[config.mk]
export PLATFORM = sky130hd
export DESIGN_NAME = pcst_cell
export DESIGN_NICKNAME = d
export VERILOG_FILES = /design/src/rtl/pcst_pkg.sv /design/src/rtl/pcst_cell.sv
export SDC_FILE = /design/constraint.sdc
export NUM_CORES = 1
export LEC_CHECK = 0
export BUFFER_PORTS_ARGS = -buffer_cell sky130_fd_sc_hd__buf_4
export CORE_AREA = 2 2 186 188
export CTS_BUF_LIST = sky130_fd_sc_hd__clkbuf_8
export DETAILED_ROUTE_END_ITERATION = 6
export DIE_AREA = 0 0 188 190
export PLACE_DENSITY = 0.45
export SLEW_MARGIN = 20
export SYNTH_ARGS = -nofsm -noshare
export SYNTH_HDL_FRONTEND = slang
export SYNTH_SLANG_ARGS = --single-unit
[constraint.sdc]
create_clock -name clk -period 3.15 [get_ports clk]
set_input_delay 0.315 -clock clk [delete_from_list [all_inputs] [get_ports clk]]
set_output_delay 0.315 -clock clk [all_outputs]
set_load 0.1 [all_outputs]
[src/rtl/pcst_pkg.sv]
package pcst_pkg;

  localparam int DepthDefault = 16;
  localparam int MaxResults   = 16;

  localparam logic [2:0] REQ_ADD_REP = 3'd0;
  localparam logic [2:0] REQ_ADD_ONE = 3'd1;
  localparam logic [2:0] REQ_CANCEL  = 3'd2;
  localparam logic [2:0] REQ_TICK    = 3'd3;
  localparam logic [2:0] REQ_RESULT  = 3'd4;
  localparam logic [2:0] REQ_WARMUP  = 3'd5;
  localparam logic [2:0] REQ_ACTIV   = 3'd6;
  localparam logic [2:0] REQ_STATUS  = 3'd7;

  localparam logic [2:0] KIND_ACK    = 3'd0;
  localparam logic [2:0] KIND_REFUSE = 3'd1;
  localparam logic [2:0] KIND_CHECK  = 3'd2;
  localparam logic [2:0] KIND_REPORT = 3'd3;
  localparam logic [2:0] KIND_STATUS = 3'd4;

  localparam logic [2:0] RC_NONE     = 3'd0;
  localparam logic [2:0] RC_PERIOD   = 3'd1;
  localparam logic [2:0] RC_FULL     = 3'd2;
  localparam logic [2:0] RC_MISSING  = 3'd3;
  localparam logic [2:0] RC_DUP      = 3'd4;
  localparam logic [2:0] RC_NOTFOUND = 3'd5;

  // event counter slots; the status word after the last one is the entry count
  localparam int CTR_SWEEPS    = 0;
  localparam int CTR_WARMUPS   = 1;
  localparam int CTR_STARTUPS  = 2;
  localparam int CTR_ASKED     = 3;
  localparam int CTR_REPORTS   = 4;
  localparam int CTR_UNHEALTHY = 5;
  localparam int NUM_CTRS      = 6;
  localparam int STATUS_WORDS  = 7;

  typedef struct packed {
    logic [2:0]  req_type;
    logic [15:0] entry_key;
    logic [15:0] machine_id;
    logic [7:0]  action_code;
    logic [15:0] sweep_count;
    logic [15:0] requester;
    logic [31:0] request_tag;
    logic        check_ok;
    logic        authentic;
  } in_beat_t;

  typedef struct packed {
    logic [2:0]  out_kind;
    logic [2:0]  refuse_code;
    logic [15:0] out_key;
    logic [15:0] out_machine;
    logic [7:0]  out_action;
    logic        out_ok;
    logic [15:0] out_subscriber;
    logic [31:0] out_tag;
    logic [31:0] out_value;
    logic [2:0]  status_index;
    logic        last;
  } out_beat_t;

  // one table entry
  typedef struct packed {
    logic        used;
    logic [15:0] key;
    logic [15:0] machine;
    logic [7:0]  action;
    logic [15:0] subscriber;
    logic [31:0] tag;
    logic        repeating;
    logic [15:0] period;
    logic [15:0] remaining;
    logic [31:0] runs;
    logic        pending;
  } slot_t;

  // per-cycle command to every cell
  typedef struct packed {
    logic        rotate;   // pass entry to the next cell
    logic        pack;     // cells at or below the top hole move up by one
  } cell_cmd_t;

endpackage

[src/rtl/pcst_cell.sv]
module pcst_cell (
  input  logic                clk,
  input  logic                rst_n,
  input  pcst_pkg::cell_cmd_t cmd,
  input  pcst_pkg::slot_t     prev_in,
  input  logic                hole_above,
  input  logic                load,
  input  pcst_pkg::slot_t     load_slot,
  output logic                hole_out,
  output pcst_pkg::slot_t     slot_out
);
  import pcst_pkg::*;

  slot_t slot_r;
  slot_t slot_nxt;

  assign slot_out = slot_r;
  // a free cell here or anywhere toward the tail
  assign hole_out = hole_above || !slot_r.used;

  always_comb begin
    slot_nxt = slot_r;
    if (load) begin
      slot_nxt = load_slot;
    end else if (cmd.rotate || (cmd.pack && hole_out)) begin
      slot_nxt = prev_in;
    end
  end

  always_ff @(posedge clk) begin
    if (!rst_n) begin
      slot_r <= '0;
    end else begin
      slot_r <= slot_nxt;
    end
  end

endmodule

# == Yosys cells after proc, flatten, opt, wreduce, memory -nomap -nowiden ==
# Cells that the tools add are included.
# W data, S select, Z words.
# word_totals
register_bits,155
elab_cells,18
# classes
n_mux,2
reduce_logical,5
# ops
operator,n
$mux W155,2
$logic_or A1 B1 Y1,2
$reduce_bool A2 Y1,1
$logic_and A1 B1 Y1,1
$logic_not A1 Y1,1

# == Logic depth before layout (Yosys ltp) ==
# Gate-level depths: netlist (run 1).
# depth
ltp_word,6
ltp_mapped,5
mapped_depth_nobuf,3

# == Least setup slack after synthesis (run 1) ==
# Ideal clock, no wire load.
# synth_path
kind,register to register
start,reg slot_r (netlist bit slot_out[154])
end,reg slot_r (netlist bit slot_out[10])
setup_time_ns,0.124
t_arrival_ns,2.242
setup_slack_ns,0.784
path_stages_with_launch,6
n_path_buf,2
cell_sequence,dfxtp_1 > nand2b_4 > a211o_4 > buf_12 > buf_12 > mux2i_1
# synth_between
elab_chain_len,5
# synth_lines
element,line_no,source
from (decl),pcst_cell.sv:14,slot_t slot_r;
from (signal assigned),pcst_cell.sv:34,slot_r <= slot_nxt;
$logic_not A1 Y1,pcst_cell.sv:19,assign hole_out = hole_above || !slot_r.used;
$logic_or A1 B1 Y1,pcst_cell.sv:19,
via hole_out,pcst_cell.sv:9,"output logic hole_out,"
$logic_and A1 B1 Y1,pcst_cell.sv:25,end else if (cmd.rotate || (cmd.pack && hole_out)) begin
$logic_or A1 B1 Y1,pcst_cell.sv:25,
$reduce_bool A2 Y1 (no line),n/a,
# The timed path passes the listed nets, and every way through them passes these cells.
# A chain may end at the register's enable or synchronous reset.

# == Worst setup path after layout (run 1) ==
# layout_path
start,reg slot_r (netlist bit slot_out[154])
end,reg slot_r (netlist bit slot_out[58])
# layout_between
elab_chain_len,5
# layout_lines
element,line_no
$logic_not A1 Y1,pcst_cell.sv:19
$logic_or A1 B1 Y1,pcst_cell.sv:19
$logic_and A1 B1 Y1,pcst_cell.sv:25
$logic_or A1 B1 Y1,pcst_cell.sv:25
$reduce_bool A2 Y1 (no line),n/a
# Every way passes these cells.

==> metrics.csv, run 1 <==
stage,metric,value,unit
hold_path,min_from,cmd[1],
global_route,first_global_vias,7337,
clock_network,cts_tree,built,
hold_path,hp-class,input port to flip-flop,
clock_network,cts_setup_buffers,0,
pwr,pwr-share-clk,25.8,%
clock_network,cts_root_buf,clkbuf_8,
cells_and_area,drive_gt1_share,39.88,%
timing,worst_slew_pin_slew,0.8130,ns
clock_network,cts_buffers,17,
floorplan,rows,68,
critical_path,critical_path.startpoint_type,flip-flop,
yosys,yosysUniqueCellTypes,14,
place,dp.cells,1717,
pwr,swShare,41.52,%
cells_and_area,largest_reg_flops,155,
clock_network,clockBufferDepth,2,
yosys,syn_nets,1177,
timing,rsz0062_at_grt,no,
route,drt-total-wl,28.79,mm
cells_and_area,fin_cells,1749,
route,ant_nets,0,
route,drt_iter0_drc,287,
place,io_buffers,471,
global_route,grt_max_degree,170,
timing,fmax,586.3,MHz
floorplan,die_h,190,um
pwr,p_comb_share,38.2,%
cells_and_area,nets,1597,
critical_path,r2r-start,slot_out[154],
yosys,synth_area_leaders,"dfxtp_1 (39%), mux2i_1 (19%), o211ai_1 (14%)",
place,place_hpwl,21.27,mm
timing,fin_tns_setup,0,ns
global_route,grt.total_usage,15.55,%
yosys,synth_area_per_cell,9.311,um^2
timing,maxSlewViolCount,0,
timing,maxSlewHeadroom,45.80,%
job,maxCapViolations,0,
timing,hold_violations,0,
route,vias,7563,
yosys,yosys.area.top_type,dfxtp_1,
clock_network,worstSkewPairLatency,0.47,ns
floorplan,die_x,188,um
clock_network,path_clk_slew,0.10,ns
route,first_pass_iters,5,
critical_path,crit_type,flip-flop to flip-flop,
yosys,synth_top_area_share,38.71,%
clock_network,clock-sinks,155,
global_route,grt_pass1_wl,42.94,mm
timing,clock_skew,0.02076,ns
cells_and_area,final_util,35.71,%
yosys,synth-seq-cells,155,
floorplan,start_util,23.61,%
route,route.detailed.drc,0,
critical_path,crit_path_start,slot_out[154],
timing,post-route-period-util,54.15,%
pwr,power,6.172,mW
pwr,seqPwrFrac,36.0,%
timing,finalSetupViolCount,0,
clock_network,postCtsHoldBufs,0,
critical_path,critPathArrivalTime,2.05,ns
critical_path,crit_required,3.50,ns
global_route,antenna_found_initial,0,
pwr,vdd_drop_max,0.2251,mV
cells_and_area,diodes,0,
yosys,yosys_warnings,0,
outcome,status,completed,
timing,finalCriticalPeriod,1.706,ns
pwr,cellInternalPower,3.610,mW
clock_network,h-tree-depth,4,
global_route,overflow,0,
route,wl_per_cell,16.46,um
critical_path,endpoint_kind,flip-flop,
yosys,synth_cells,861,
critical_path,cp_max_fo,42,
pwr,p_sw,2.562,mW
route,viasPerCell,4.324,
pwr,p_per_area,509.1,nW/um^2
floorplan,die-area,35720,um^2
yosys,syn-cell-area,8016,um^2
pwr,p_leak,6.002,nW
clock_network,ctsResizeCount,0,
floorplan,core_region_area,33950,um^2
yosys,ys_seq_area_share,38.71,%
place,gp_congestion,0.7780,
cells_and_area,area_growth,51.23,%
floorplan,ios,472,
stage by stage:
stage	setup WS [ns]	cell area (um^2)	hold WS [ns]
after floorplan	0.7843	8016	0.4812
after global placement	1.402	11720	0.4420
after detailed placement	1.388	11720	0.4485
after CTS	1.443	12120	0.08024
after global routing	1.350	12120	0.1030
final	1.444	12120	0.1281
logic make-up after synthesis:
| group | count (synthesis) | share of synthesized area (%) |
|---|---|---|
| flip-flops | 155 | 38.71 |
| AND/OR/NAND/NOR | 309 | 19.40 |
| AO/OA/AOI/OAI | 157 | 14.81 |
| buffers and inverters | 85 | 7.726 |
| multiplexers | 155 | 19.35 |
synth_stat cells:
master / number
dfxtp_1: 155
mux2i_1: 155
nand2_1: 154
nand2b_1: 154
o211ai_1: 154
clkbuf_1: 47
buf_2: 20
buf_12: 16
a211o_4: 1
a21oi_1: 1
buf_4: 1
buf_8: 1
nand2b_4: 1
o41ai_1: 1
area by class of cell:
type                       instances  area, um^2
tap                              455       569.3
fill                            3571       21820
clock buffer                      18       247.7
multi-input combinational        621        4294
sequential                       155        3103
timing repair buffer             486        3751
clock inverter                    14       157.7
power groups by stage:
| stage | clock network, mW | registers [mW] | logic [mW] |
|---|---|---|---|
| after floorplan | 0 | 3.46 | 0.498 |
| after global placement | 0 | 2.26 | 2.38 |
| after detailed placement | 0 | 2.26 | 2.38 |
| after CTS | 1.68 | 2.22 | 2.38 |
| after global routing | 1.77 | 2.24 | 2.46 |
| final | 1.59 | 2.22 | 2.36 |
critical path, cell delays in order (launching register included):
cell	delay, ns
dfxtp_1	0.42
nand2b_4	0.07
a211o_4	0.55
buf_12	0.28
mux2i_1	0.16
worst paths after layout:
kind                   end  slack (ns)  depth (start not counted)
max           slot_out[58]        1.44                          4
min          slot_out[154]        0.13                          3
max reg2reg   slot_out[58]        1.44                          4
min reg2reg   slot_out[33]        0.46                          2
layout by cell type, fill, tap and decap left out:
cell type,synthesis,final
buf_12,16,7
clkbuf_8,0,18
dfxtp_1,155,155
a211o_4,1,1
nand2b_4,1,1
bufinv_16,0,3
a21oi_1,1,1
mux2i_1,155,155
clkinvlp_4,0,4
clkinv_4,0,2
inv_1,0,4
nand2_1,154,154
nand2b_1,154,154
buf_8,1,2
o41ai_1,1,1
o211ai_1,154,154
buf_4,1,477
clkinv_2,0,1
per-layer routing:
layer  wire (um)  global-route usage [%]  up-vias  part of all wire [%]
li1            -                       -     3832                     -
met4         454                   4.846        0                   1.6
met1       11570                   17.71     3416                    40
met3        2268                   5.165       24                   7.9
met2       14490                   27.45      291                    50
met5           0                       0        -                     0
(Power assumes the default switching activity.)
==> run 2: changes to the inputs <==
--- a/config.mk
+++ b/config.mk
@@ -6,11 +6,11 @@
 export NUM_CORES = 1
 export LEC_CHECK = 0
 export BUFFER_PORTS_ARGS = -buffer_cell sky130_fd_sc_hd__buf_4
-export CORE_AREA = 2 2 186 188
+export CORE_AREA = 2 2 183 185
 export CTS_BUF_LIST = sky130_fd_sc_hd__clkbuf_8
 export DETAILED_ROUTE_END_ITERATION = 6
-export DIE_AREA = 0 0 188 190
-export PLACE_DENSITY = 0.45
+export DIE_AREA = 0 0 185 187
+export PLACE_DENSITY = 0.46
 export SLEW_MARGIN = 20
 export SYNTH_ARGS = -nofsm -noshare
 export SYNTH_HDL_FRONTEND = slang
==> constraint.sdc (replaced) <==
create_clock -name clk -period 1.7 [get_ports clk]
set_input_delay 0.17 -clock clk [delete_from_list [all_inputs] [get_ports clk]]
set_output_delay 0.17 -clock clk [all_outputs]
set_load 0.1 [all_outputs]
==> run 2 against run 1 <==
  * Count of clock-buffer cells in the layout unchanged
  * Clock skew decreased by 0.0060 ns
  * Clock power increased by 97%
  * Sequential cell count unchanged
  * First-iteration DRC count decreased by 13%
  * Die area decreased by 3.1%
  * Design area increased by 3.9%
  * Non-clock buffer count increased by 46
  * Register-to-register slack got worse by 1.2 ns
==> metrics.csv, run 2 (synthesis results as in run 1) <==
stage,metric,value,unit,change
outcome,status,completed,,
route,viasPerCell,4.283,,-0.95%
hold_path,hold_path_depth,3,,unchanged
critical_path,max_stage_delay,0.41,ns,-0.14 ns
critical_path,endpoint_kind,flip-flop,,
timing,maxSlewHeadroom,68.43,%,+23 points
critical_path,crit_family,compound AO/OA/AOI/OAI gates,,
route,ant_nets,0,,unchanged
cells_and_area,nFillCells,3403,,-4.7%
route,first_pass_iters,4,,-1
floorplan,core_region_area,32860,um^2,-3.2%
global_route,grt_max_degree,63,,-63%
floorplan,die_x,185,um,-1.6%
timing,fmax,678.7,MHz,+16%
clock_network,path_clk_slew,0.09,ns,about the same
timing,clock_skew,0.01476,ns,-0.006000 ns
job,maxCapViolations,0,,unchanged
critical_path,worstReg2RegEnd,slot_out[85],,
critical_path,crit_type,flip-flop to flip-flop,,
timing,finalCriticalPeriod,1.473,ns,-0.2324 ns
critical_path,critical_path.startpoint_type,flip-flop,,
global_route,first_global_vias,7624,,+3.9%
floorplan,die_h,187,um,-1.6%
clock_network,cts_buffers,17,,unchanged
route,vias,7654,,+1.2%
cells_and_area,drive_gt1_share,40.03,%,+0.15 points
critical_path,crit_path_start,slot_out[154],,
timing,maxSlewViolCount,0,,unchanged
global_route,overflow,0,,unchanged
cells_and_area,final_util,38.33,%,+2.6 points
timing,rsz0062_at_grt,no,,
global_route,grt.total_usage,16.04,%,+0.49 points
timing,finalSetupViolCount,0,,unchanged
critical_path,cp_max_fo,62,,+48%
cells_and_area,diodes,0,,unchanged
floorplan,start_util,24.39,%,+0.78 points
timing,fin_tns_setup,0,ns,unchanged
cells_and_area,final_cell_mix,"buf_4 (492), mux2i_1 (155)",,
critical_path,r2r-start,slot_out[154],,
timing,worst_slew_pin_slew,0.4736,ns,-0.3395 ns
pwr,p_leak,6.227,nW,+3.8%
timing,hold_violations,0,,unchanged
global_route,antenna_found_initial,1,,+1
floorplan,die-area,34600,um^2,-3.1%
timing,post-route-period-util,86.67,%,+33 points
place,pre_cts_ws,0.2489,ns,-1.139 ns
timing,fin_ws,0.2267,ns,-1.218 ns
cells_and_area,nets,1643,,+2.9%
clock_network,cts_tree,built,,
route,drt_iter0_drc,249,,-13%
cells_and_area,area_growth,57.11,%,
route,wl_per_cell,16.19,um,-1.6%
critical_path,timing.critical_path.buf_inv,1,,unchanged
critical_path,crit_chain,"nand2b_4, a211o_4, buf_12, mux2i_1",,
floorplan,rows,67,,-1.5%
place,io_buffers,471,,unchanged
route,drt-total-wl,28.93,mm,+0.51%
place,gp_congestion,0.7701,,-1.0%
critical_path,ff2ff_setup_slack,0.23,ns,-1.22 ns
critical_path,crit_required,2.00,ns,-1.50 ns
route,route.detailed.drc,0,,unchanged
cells_and_area,layout_commonest_cell,buf_4,,
clock_network,worstSkewPairLatency,0.44,ns,-0.03 ns
pwr,p_per_area,932.0,nW/um^2,+83%
pwr,power,11.74,mW,+90%
clock_network,clock-sinks,155,,unchanged
place,placed_area,11870,um^2,+1.3%
critical_path,critPathArrivalTime,1.77,ns,-0.28 ns
global_route,grt_pass1_wl,42.64,mm,-0.69%
critical_path,reg2regPathDepth,4,,unchanged
floorplan,ios,472,,unchanged
clock_network,h-tree-depth,4,,unchanged
clock_network,cts_root_buf,clkbuf_8,,
hold_path,worstHoldEndpoint,slot_out[25],,
clock_network,clockBufferDepth,2,,unchanged
hold_path,min_from,prev_in[25],,
critical_path,cp_slowest_cell,a211o_4,,
hold_path,hp-class,input port to flip-flop,,
pwr,vdd_drop_max,0.3661,mV,+63%
place,place_hpwl,22.36,mm,+5.1%
cells_and_area,largest_reg_flops,155,,unchanged
cells_and_area,final_area,12590,um^2,+3.9%
==> run 2: cell types whose count changed in the layout (fill, tap and decap cells not counted), moves of 2 or more <==
cell / change
buf_12: +2
buf_4: +15
clkinvlp_4: -2
dlygate4sd3_1: +29
inv_1: -3
inv_6: +3
==> run 2: tightest hold or removal path: stages <==
cell      delay, ns
buf_4          0.08
o211ai_1       0.07
mux2i_1        0.12
==> run 2: power breakdown <==
part | total [mW] | switching, mW | internal [mW]
sequential | 4.10 | 0.161 | 3.94
clock | 3.13 | 1.48 | 1.65
combinational | 4.50 | 3.15 | 1.36
==> run 2: routing by layer <==
metal	vias to the layer above	GRT usage [%]	wire (um)
met5	-	0	9
met4	2	4.884	597
met3	31	4.420	2119
met2	274	28.67	14500
met1	3427	18.43	11700
li1	3920	-	-
==> run 2: what timing repair did <==
action / CTS / global route
hold buffers: 26 / 3
hold endpoints to repair: 23 / 3
gates resized for setup: 0 / 0
buffers inserted: 0 / 0
==> run 2: final cells by class <==
cell class              count  area [um^2]  area share [%]
clock buffers              18        247.7           1.967
flip-flops and latches    155         3107           24.67
multi-input cells         621         4294           34.09
clock inverters            13        191.4           1.520
well taps                 448        560.5           4.451
repair buffers            532         4194           33.30
==> run 2: per-stage QoR <==
| step | hold WS, ns | cells |
|---|---|---|
| 4_1_cts | 0.0001759 | 1784 |
| 5_1_grt | 0.003222 | 1787 |
| 6_report | 0.03476 | 1787 |
| 3_5_place_dp | 0.4478 | 1727 |
| 3_3_place_gp | 0.4423 | 1727 |
| 2_1_floorplan | 0.3347 | 861 |
==> run 2: worst max path at each step <==
stage / to / cells past startpoint
after floorplan: slot_out[10] / 5
after global placement: slot_out[62] / 5
after detailed placement: slot_out[63] / 5
after CTS: slot_out[85] / 4
after global routing: slot_out[154] / 3
final: slot_out[85] / 4
==> run 3: changes to the inputs <==
--- a/config.mk
+++ b/config.mk
@@ -6,11 +6,13 @@
 export NUM_CORES = 1
 export LEC_CHECK = 0
 export BUFFER_PORTS_ARGS = -buffer_cell sky130_fd_sc_hd__buf_4
-export CORE_AREA = 2 2 183 185
+export CELL_PAD_IN_SITES_DETAIL_PLACEMENT = 0
+export CELL_PAD_IN_SITES_GLOBAL_PLACEMENT = 1
+export CORE_AREA = 2 2 182 184
 export CTS_BUF_LIST = sky130_fd_sc_hd__clkbuf_8
 export DETAILED_ROUTE_END_ITERATION = 6
-export DIE_AREA = 0 0 185 187
-export PLACE_DENSITY = 0.46
+export DIE_AREA = 0 0 184 186
+export PLACE_DENSITY = 0.63
 export SLEW_MARGIN = 20
 export SYNTH_ARGS = -nofsm -noshare
 export SYNTH_HDL_FRONTEND = slang
==> run 3 against run 2 <==
  * Clock skew grew 0.011 ns
  * Critical path type unchanged
  * Critical path depth is the same
  * Design area shrank 0.57%
  * Sequential power is essentially flat
  * Sequential cell count is the same
  * Register-to-register slack lost 0.07 ns
  * Die area shrank 1.1%
  * Worst hold slack gained 0.0098 ns
  * Largest power group unchanged
  * Highest routed layer is now met4
  * Sequential share of layout area grew 0.14 points
  * Global-route usage shrank 0.10 points
==> metrics.csv, run 3 (synthesis results as in run 1) <==
stage,metric,value,unit,change
clock_network,clockBufferDepth,2,,unchanged
critical_path,endpoint_kind,flip-flop,,
clock_network,clock-sinks,155,,unchanged
pwr,p_leak,6.212,nW,-0.25%
hold_path,min_from,prev_in[140],,
global_route,grt.total_usage,15.94,%,-0.10 points
cells_and_area,layout_commonest_cell,buf_4,,
place,io_buffers,471,,unchanged
critical_path,crit_family,compound AO/OA/AOI/OAI gates,,
cells_and_area,fin_cells,1745,,-2.4%
global_route,antenna_found_initial,0,,-1
critical_path,critPathArrivalTime,1.85,ns,+0.08 ns
floorplan,die_x,184,um,-0.54%
pwr,p_per_area,935.1,nW/um^2,+0.34%
critical_path,crit_required,2.01,ns,about the same
hold_path,worstHoldEndpoint,slot_out[140],,
critical_path,ff2ff_setup_slack,0.16,ns,-0.07 ns
hold_path,hp-class,input port to flip-flop,,
hold_path,hold_path_depth,3,,unchanged
route,vias,7680,,+0.34%
critical_path,worstReg2RegEnd,slot_out[44],,
cells_and_area,area_growth,56.22,%,
floorplan,die_h,186,um,-0.53%
critical_path,reg2regPathDepth,4,,unchanged
clock_network,cts_tree,built,,
timing,hold_violations,0,,unchanged
place,gp_congestion,0.7838,,+1.8%
global_route,grt_max_degree,110,,+75%
clock_network,cts_buffers,17,,unchanged
place,dp.cells,1684,,-2.5%
cells_and_area,diodes,0,,unchanged
route,first_pass_iters,4,,unchanged
clock_network,h-tree-depth,4,,unchanged
floorplan,core_region_area,32210,um^2,-2.0%
timing,rsz0062_at_grt,no,,
outcome,status,completed,,
critical_path,cp.depth,4,,unchanged
timing,finalSetupViolCount,0,,unchanged
cells_and_area,nets,1641,,-0.12%
critical_path,r2r-start,slot_out[154],,
timing,finalCriticalPeriod,1.538,ns,+0.06503 ns
route,drt-total-wl,29.14,mm,+0.72%
floorplan,ios,472,,unchanged
cells_and_area,drive_gt1_share,39.79,%,-0.24 points
floorplan,rows,66,,-1.5%
clock_network,cts_setup_buffers,0,,unchanged
global_route,grt_pass1_wl,41.90,mm,-1.7%
route,route.detailed.drc,0,,unchanged
clock_network,path_clk_slew,0.10,ns,about the same
route,drt_iter0_drc,236,,-5.2%
timing,fin_ws,0.1616,ns,-0.06503 ns
critical_path,cp_slowest_cell,a211o_4,,
critical_path,max_stage_delay,0.48,ns,+0.07 ns
global_route,overflow,0,,unchanged
clock_network,cts_root_buf,clkbuf_8,,
route,ant_nets,0,,unchanged
floorplan,die-area,34220,um^2,-1.1%
critical_path,cp_max_fo,42,,-32%
floorplan,start_util,24.89,%,+0.50 points
critical_path,crit_type,flip-flop to flip-flop,,
cells_and_area,final_util,38.89,%,+0.56 points
place,pre_cts_ws,0.2059,ns,-0.04294 ns
global_route,first_global_vias,7245,,-5.0%
route,viasPerCell,4.401,,+2.8%
critical_path,crit_chain,"nand2b_4, a211o_4, buf_12, mux2i_1",,
timing,clock_skew,0.02534,ns,+0.01057 ns
clock_network,worstSkewPairLatency,0.44,ns,about the same
timing,worst_slew_pin_slew,0.4550,ns,-0.01853 ns
timing,maxSlewHeadroom,69.66,%,+1.2 points
timing,maxSlewViolCount,0,,unchanged
pwr,vdd_drop_max,0.4069,mV,+11%
timing,post-route-period-util,90.49,%,+3.8 points
cells_and_area,final_cell_mix,"buf_4 (489), mux2i_1 (155)",,
place,place_hpwl,22.13,mm,-1.1%
clock_network,ctsResizeCount,0,,unchanged
timing,fmax,650.0,MHz,-4.2%
critical_path,timing.critical_path.buf_inv,1,,unchanged
clock_network,postCtsHoldBufs,29,,+12%
cells_and_area,largest_reg_flops,155,,unchanged
critical_path,critical_path.startpoint_type,flip-flop,,
timing,whs,0.04457,ns,+0.009816 ns
route,wl_per_cell,16.70,um,+3.1%
job,maxCapViolations,0,,unchanged
[run 3: cell types whose count changed in the layout (fill, tap and decap cells not counted), sizes merged]
cell         delta
buf             -3
dlygate4sd3     +1
clkinvlp        +1
clkbuf          -1
inv             +2
clkinv          -2
[run 3: worst max path at each step]
stage | from | endpoint
after floorplan | slot_out[154] | slot_out[10]
after global placement | hole_above | slot_out[77]
after detailed placement | hole_above | slot_out[105]
after CTS | slot_out[154] | slot_out[91]
after global routing | slot_out[154] | slot_out[44]
final | slot_out[154] | slot_out[44]
[run 3: power breakdown]
group,internal [mW],switching (mW)
Sequential,3.94,0.162
Combinational,1.35,3.15
Clock,1.61,1.49
[run 3: final cells by class]
type | instances | area (um^2)
Clock buffer | 17 | 234.0
Clock inverter | 14 | 196.4
Fill cell | 3244 | 19680
Multi-Input combinational cell | 621 | 4294
Sequential cell | 155 | 3107
Tap cell | 408 | 510.5
Timing Repair Buffer | 530 | 4182
[run 3: per-stage QoR]
| step | setup TNS (ns) | power (mW) | instance area [um^2] |
|---|---|---|---|
| 2_1_floorplan | -6.823 | 7.330 | 8020 |
| 3_3_place_gp | 0 | 8.662 | 11790 |
| 3_5_place_dp | 0 | 8.669 | 11790 |
| 4_1_cts | 0 | 11.90 | 12510 |
| 5_1_grt | 0 | 12.24 | 12520 |
| 6_report | 0 | 11.71 | 12520 |
[run 3: worst register-to-register path: stages (launching register included)]
cell and delay [ns]:
dfxtp_4 0.39, nand2b_4 0.06, a211o_4 0.48, buf_12 0.29, mux2i_1 0.19
[run 3: metal layers]
layer / vias up / GRT usage, % / part of all wire [%]
met5: - / 0 / 0
met4: 0 / 4.032 / 1.2
met3: 13 / 3.854 / 6.5
met2: 263 / 29.48 / 52
met1: 3480 / 18.34 / 41
li1: 3924 / - / -
